$ cat config.mk
export PLATFORM = sky130hd
export DESIGN_NAME = bia_ctrl
export DESIGN_NICKNAME = d
export VERILOG_FILES = /design/src/hdl/bia_pkg.sv /design/src/hdl/bia_ctrl.sv
export SDC_FILE = /design/constraint.sdc
export NUM_CORES = 1
export LEC_CHECK = 0
export BUFFER_PORTS_ARGS = -buffer_cell sky130_fd_sc_hd__buf_2
export CORE_MARGIN = 2
export CORE_UTILIZATION = 32
export CTS_CLUSTER_DIAMETER = 150
export DETAILED_ROUTE_END_ITERATION = 8
export PLACE_DENSITY = 0.71
export SYNTH_ARGS = -nofsm -noshare
export SYNTH_HDL_FRONTEND = slang
export SYNTH_SLANG_ARGS = --single-unit
$ cat constraint.sdc
create_clock -name clk_i -period 1.11 [get_ports clk_i]
set_input_delay 0.0555 -clock clk_i [delete_from_list [all_inputs] [get_ports clk_i]]
set_output_delay 0.0555 -clock clk_i [all_outputs]
set_load 0.1 [all_outputs]
$ cat src/hdl/bia_pkg.sv
package bia_pkg;

  // Map geometry; the field widths of the command interface follow from it
  localparam int MAP_BITS   = 4096;
  localparam int WORD_BITS  = 32;
  localparam int NUM_WORDS  = (MAP_BITS + WORD_BITS - 1) / WORD_BITS;
  localparam int ID_W       = $clog2(MAP_BITS);
  localparam int CNT_W      = ID_W + 1;
  localparam int WADDR_W    = $clog2(NUM_WORDS);
  localparam int BIT_W      = $clog2(WORD_BITS);
  localparam int POP_W      = BIT_W + 1;
  localparam int CMD_W      = 2;
  localparam int STATUS_W   = 3;
  localparam int CFG_IDX_W  = 1;
  localparam int CFG_DATA_W = CNT_W;

  localparam logic [CFG_IDX_W-1:0] CFG_IDS_IN_USE = 1'b0;
  localparam logic [CFG_IDX_W-1:0] CFG_INVALID_ID = 1'b1;

  typedef enum logic [CMD_W-1:0] {
    CMD_ALLOC   = 2'd0,
    CMD_RELEASE = 2'd1,
    CMD_LOAD    = 2'd2,
    CMD_NOP     = 2'd3
  } cmd_e;

  typedef enum logic [STATUS_W-1:0] {
    ST_OK           = 3'd0,
    ST_NO_SPACE     = 3'd1,
    ST_HINT_USED    = 3'd2,
    ST_INVALID      = 3'd3,
    ST_ALREADY_FREE = 3'd4
  } status_e;

  typedef enum logic [3:0] {
    OP_NONE,
    OP_LATCH,
    OP_RD_ITEM,
    OP_ALLOC,
    OP_RELEASE,
    OP_LOAD_CNT,
    OP_LOAD_WR,
    OP_SCAN_RD,
    OP_SCAN_NEXT,
    OP_SCAN_HIT,
    OP_SCAN_END
  } dp_op_e;

  typedef struct packed {
    dp_op_e  op;
    logic    finish;
    status_e status;
  } dp_cmd_t;

  typedef struct packed {
    cmd_e cmd;
    logic alloc_fail;
    logic rel_bad;
    logic item_bit;
    logic scan_past;
    logic zero_found;
    logic last_word;
  } dp_flags_t;

endpackage

$ cat src/hdl/bia_ctrl.sv
module bia_ctrl (
  input  logic               clk_i,
  input  logic               rst_ni,
  input  logic               start,
  output logic               busy,
  output logic               done_o,
  input  bia_pkg::dp_flags_t flags_i,
  output bia_pkg::dp_cmd_t   dp_cmd_o
);

  typedef enum logic [2:0] {
    S_IDLE,
    S_DECODE,
    S_CHECK,
    S_LOAD_WR,
    S_SCAN_START,
    S_SCAN
  } state_e;

  state_e state_q, state_d;
  logic   done_q, done_d;

  always_comb begin
    state_d         = state_q;
    done_d          = 1'b0;
    dp_cmd_o.op     = bia_pkg::OP_NONE;
    dp_cmd_o.finish = 1'b0;
    dp_cmd_o.status = bia_pkg::ST_OK;
    unique case (state_q)
      S_IDLE: begin
        if (start) begin
          dp_cmd_o.op = bia_pkg::OP_LATCH;
          state_d     = S_DECODE;
        end
      end
      S_DECODE: begin
        unique case (flags_i.cmd)
          bia_pkg::CMD_ALLOC: begin
            if (flags_i.alloc_fail) begin
              dp_cmd_o.finish = 1'b1;
              dp_cmd_o.status = bia_pkg::ST_NO_SPACE;
            end else begin
              dp_cmd_o.op = bia_pkg::OP_RD_ITEM;
              state_d     = S_CHECK;
            end
          end
          bia_pkg::CMD_RELEASE: begin
            if (flags_i.rel_bad) begin
              dp_cmd_o.finish = 1'b1;
              dp_cmd_o.status = bia_pkg::ST_INVALID;
            end else begin
              dp_cmd_o.op = bia_pkg::OP_RD_ITEM;
              state_d     = S_CHECK;
            end
          end
          bia_pkg::CMD_LOAD: begin
            dp_cmd_o.op = bia_pkg::OP_RD_ITEM;
            state_d     = S_CHECK;
          end
          bia_pkg::CMD_NOP: begin
            dp_cmd_o.finish = 1'b1;
          end
          default: begin
            dp_cmd_o.finish = 1'b1;
          end
        endcase
      end
      S_CHECK: begin
        unique case (flags_i.cmd)
          bia_pkg::CMD_ALLOC: begin
            if (flags_i.item_bit) begin
              dp_cmd_o.finish = 1'b1;
              dp_cmd_o.status = bia_pkg::ST_HINT_USED;
            end else begin
              dp_cmd_o.op = bia_pkg::OP_ALLOC;
              state_d     = S_SCAN_START;
            end
          end
          bia_pkg::CMD_RELEASE: begin
            dp_cmd_o.finish = 1'b1;
            if (flags_i.item_bit) begin
              dp_cmd_o.op = bia_pkg::OP_RELEASE;
            end else begin
              dp_cmd_o.status = bia_pkg::ST_ALREADY_FREE;
            end
          end
          bia_pkg::CMD_LOAD: begin
            dp_cmd_o.op = bia_pkg::OP_LOAD_CNT;
            state_d     = S_LOAD_WR;
          end
          default: begin
            dp_cmd_o.finish = 1'b1;
          end
        endcase
      end
      S_LOAD_WR: begin
        dp_cmd_o.op = bia_pkg::OP_LOAD_WR;
        state_d     = S_SCAN_START;
      end
      S_SCAN_START: begin
        if (flags_i.scan_past) begin
          dp_cmd_o.op     = bia_pkg::OP_SCAN_END;
          dp_cmd_o.finish = 1'b1;
        end else begin
          dp_cmd_o.op = bia_pkg::OP_SCAN_RD;
          state_d     = S_SCAN;
        end
      end
      S_SCAN: begin
        priority if (flags_i.zero_found) begin
          dp_cmd_o.op     = bia_pkg::OP_SCAN_HIT;
          dp_cmd_o.finish = 1'b1;
        end else if (flags_i.last_word) begin
          dp_cmd_o.op     = bia_pkg::OP_SCAN_END;
          dp_cmd_o.finish = 1'b1;
        end else begin
          dp_cmd_o.op = bia_pkg::OP_SCAN_NEXT;
        end
      end
      default: begin
        state_d = S_IDLE;
      end
    endcase
    if (dp_cmd_o.finish) begin
      done_d  = 1'b1;
      state_d = S_IDLE;
    end
  end

  always_ff @(posedge clk_i or negedge rst_ni) begin
    if (!rst_ni) begin
      state_q <= S_IDLE;
      done_q  <= 1'b0;
    end else begin
      state_q <= state_d;
      done_q  <= done_d;
    end
  end

  assign busy   = (state_q != S_IDLE);
  assign done_o = done_q;

`ifndef NO_ASSERTIONS
  a_done_in_idle: assert property (@(posedge clk_i) disable iff (!rst_ni)
    done_q |-> state_q == S_IDLE)
    else $error("result strobe while a command is still running");

  a_accept_decodes: assert property (@(posedge clk_i) disable iff (!rst_ni)
    (state_q == S_IDLE && start) |=> state_q == S_DECODE)
    else $error("accepted transaction did not enter decode");

  a_scan_continues: assert property (@(posedge clk_i) disable iff (!rst_ni)
    (state_q == S_SCAN && !flags_i.zero_found && !flags_i.last_word)
      |=> (state_q == S_SCAN && !done_q))
    else $error("scan stopped before a free id or the map end");
`endif

endmodule

**Word-level counts from Yosys, hierarchy flattened**

Index checks and enable logic that the tools add are counted.

- Bits in registers: 4
- Input bits: 11
- Logic and storage cells: 55

- Eq/ne operators: 16
- Muxes and demuxes: 33
- Reduce and logical (&&, ||, !) cells: 4

Operators with widths:

| operator | number |
|---|---|
| $mux W3 | 8 |
| $pmux W3 S2 | 4 |
| $pmux W4 S3 | 2 |
| $pmux W4 S6 | 1 |
| $pmux W3 S6 | 1 |
| $mux W4 | 4 |
| $ne A4 B4 Y1 const B | 3 |
| $pmux W3 S3 | 1 |
| $mux W2 | 4 |
| $reduce_and A8 Y1 | 1 |
| $eq A3 B2 Y1 const B | 2 |
| $eq A3 B3 Y1 const B | 2 |
| $ne A3 B3 Y1 const B | 2 |
| $mux W5 | 1 |
| $ne A5 B2 Y1 const B | 1 |
| $eq A2 B2 Y1 const B | 2 |
| $mux W1 | 4 |
| $ne A4 B2 Y1 const B | 1 |
| $pmux W1 S4 | 1 |
| $eq A3 B1 Y1 const B | 1 |
| $logic_not A3 Y1 | 1 |
| $pmux W1 S3 | 1 |
| $reduce_bool A3 Y1 | 1 |
| $eq A2 B1 Y1 const B | 1 |
| other kinds (3) | 3 |

**Longest topological paths before layout**

- Word-level depth: 5
- Depth in mapped cells: 5
- Gate-level depth less buffers: 4

**Least setup slack after synthesis**

OpenSTA, ideal clock, no wires.

- Path kind: register -> output
- Start point: register state_q[0]
- End point: output port dp_cmd_o[1] (netlist name)
- Data arrival time: 3.000 ns
- Data required time: 1.054 ns
- Slack: -1.945 ns
- Cell stages (with the launch flop): 6
- Buffers on the path: 1
- Path through: dfrtp_1 > buf_2 > inv_1 > nor2_1 > nand3_1 > a211oi_1

RTL lines:

| item | line | RTL |
|---|---|---|
| start, declared | bia_ctrl.sv:20 | `state_e state_q, state_d;` |
| start signal, assigned | bia_ctrl.sv:135 | `state_q <= state_d;` |
| end, declared | bia_ctrl.sv:8 | `output bia_pkg::dp_cmd_t dp_cmd_o` |

==> impl_metrics.env <==
export IMPL_status="finished with violations"
export IMPL_violations="negative setup slack"
export IMPL_fin_hold_ws_ns=0.1744
export IMPL_area_growth_pct=142.6
export IMPL_critPathTopFamily="flip-flops"
export IMPL_drc=0
export IMPL_period_share=1.415
export IMPL_start_kind="flop"
export IMPL_ctsRootBufferMaster="clkbuf_4"
export IMPL_clkSinkCount=4
export IMPL_portBuffers=20
export IMPL_dr_pass1_iters=4
export IMPL_coreArea_mm2=0.001318
export IMPL_crit_buf_inv=1
export IMPL_rr_startpoint="state_q[1]"
export IMPL_maxCapViolCount=0
export IMPL_synth_edf_count=0
export IMPL_synth_nets=73
export IMPL_clkTransAtPathRegs_ns=0.04
export IMPL_rsz0062_at_grt="yes"
export IMPL_layout_commonest_cell="buf_4"
export IMPL_wl_per_cell_um=14.79
export IMPL_tritoncts="done"
export IMPL_grt_usage=0.2272
export IMPL_synth_area_um2=457.9
export IMPL_critPathArrivalTime_ns=1.52
export IMPL_avgViaCountPerCell=5.087
export IMPL_crit_required_ns=1.05
export IMPL_cts_buffers=3
export IMPL_fin_nets=124
export IMPL_grt_pass1_wl_um=3132
export IMPL_most_common_layout_cells="buf_4, buf_2, buf_12, nor2_1, buf_6"
export IMPL_worst_pin_slew_ns=0.3129
export IMPL_crit_start="state_q[2]"
export IMPL_grt_pass1_vias=710
export IMPL_synth_ff_type="dfrtp_1"
export IMPL_wl_um=1864
export IMPL_fmax_mhz=636.7
export IMPL_layout_min_cycle_time_ns=1.571
export IMPL_yosysWarnings=0
export IMPL_ys_seq_area_frac=0.2186
export IMPL_final_antenna_net_count=0
export IMPL_crit_fanout=8
export IMPL_num_vias=641
export IMPL_r2r_setup_slack_ns=-0.31
export IMPL_cpPeakStageDelay_ns=0.48
export IMPL_grt_start_max_net_pins=9
export IMPL_ys_types=28
export IMPL_antenna_cells=0
export IMPL_avgSynthCellArea_um2=7.386
export IMPL_hold_viol_final=0
export IMPL_gp_congestion=0.8291
export IMPL_num_io_pins=21
export IMPL_place_hpwl_um=1418
export IMPL_setup_viol=13
export IMPL_start_util=0.3476
export IMPL_crit_type="flop to output port"
export IMPL_die_h_um=41.83
export IMPL_fin_worst_skew_ns=0.001603
export IMPL_worst_setup_path_end_kind="output port"
export IMPL_hold_class="primary input to async pin"
export IMPL_grt_ovfl_total=0
export IMPL_antenna_found_initial=0
export IMPL_async_reset_ff_frac=1.000
export IMPL_r2r_end="state_q[1]"
export IMPL_rows=13
export IMPL_die_x_um=41.83
export IMPL_slew_viol_final=0
export IMPL_layout_setup_ws_ns=-0.4606
export IMPL_synth_seq_cells=4
export IMPL_cp_slowest_cell="dfrtp_2"
export IMPL_drive_gt1_frac=0.6667
export IMPL_die_area_mm2=0.001750
export IMPL_synthCells=62
export IMPL_drtIter0Drc=7
export IMPL_reg2regPathDepth=6
export IMPL_clock_latency_ns=0.22
export IMPL_clockBufferDepth=2
export IMPL_path_cells="nor2_2 -> nand2_2 -> o311ai_4 -> buf_12"
export IMPL_h_tree_depth=1
export IMPL_relSlewSlack=0.7909
-- logic make-up (layout without fill, tap and decap cells) --
family / Yosys count / in the layout / share of synthesized area
AND/OR/NAND/NOR: 28 / 28 / 0.3060
AO/OA/AOI/OAI: 20 / 20 / 0.3334
buffers and inverters: 8 / 57 / 0.09562
flip-flops: 4 / 4 / 0.2186
multiplexers: 2 / 2 / 0.04645
-- metrics by stage --
step                setup slack [ns]  TNS (ns)  cells  area [µm²]  utilization
floorplan                    -0.5749    -3.068     62       581.8            -
global placement             -0.2635    -2.477    120        1003       0.7616
detailed placement           -0.3593    -2.978    120        1003       0.7616
CTS                          -0.4685    -4.806    125        1091       0.8281
global route                 -0.5338    -5.569    126        1111       0.8433
finish                       -0.4606    -4.760    126        1111       0.8433
-- how the worst max path moves through the flow --
stage	endpoint	slack, ns	depth (start not counted)
detailed placement	dp_cmd_o[4]	-0.36	4
global placement	dp_cmd_o[3]	-0.26	4
finish	dp_cmd_o[3]	-0.46	4
CTS	dp_cmd_o[5]	-0.47	6
global route	dp_cmd_o[5]	-0.53	7
floorplan	dp_cmd_o[1]	-0.57	5
-- sequential cells by signal (all words and copies together), names as in the netlist --
| register | cells |
|---|---|
| done_o | 1 |
| state_q | 3 |
-- synthesized netlist by cell type, drive strengths merged, types with 2 or more instances --
cell    number  area share
a211oi       2       0.033
a21oi        4       0.044
and3         2       0.027
buf          5       0.071
dfrtp        4        0.22
inv          3       0.025
nand2        4       0.033
nand2b       3       0.041
nand3        2       0.022
nor2        11       0.090
nor2b        2       0.027
nor3         2       0.022
o21ai        6       0.074
-- repair_timing --
action / CTS / global route
hold buffers: 1 / 0
buffers inserted: 1 / 1
gates resized for setup: 13 / 3
hold endpoints to repair: 4 / 0
cloned: 0 / 0
endpoints found under the setup margin: 13 / 13
pin swaps: 1 / 4
-- area by class of cell --
| class | instances | area, µm² |
|---|---|---|
| Clock buffer | 3 | 22.52 |
| Fill cell | 79 | 206.4 |
| Inverter | 3 | 16.27 |
| Multi-Input combinational cell | 50 | 442.9 |
| Sequential cell | 4 | 102.6 |
| Tap cell | 15 | 18.77 |
| Timing Repair Buffer | 51 | 508.0 |
-- per-layer routing --
layer  wire (µm)  share of wire  vias to the layer above  GRT usage
met1         732           0.39                      297     0.2487
met4          29          0.016                        0    0.05806
met5           0              0                        -          0
met3          38          0.020                        4    0.02609
li1            -              -                      326          -
met2        1064           0.57                       14     0.4500
Power is left out: the tool's default activity adds up to more than one toggle a clock period on the data nets, which glitch-free logic cannot reach.
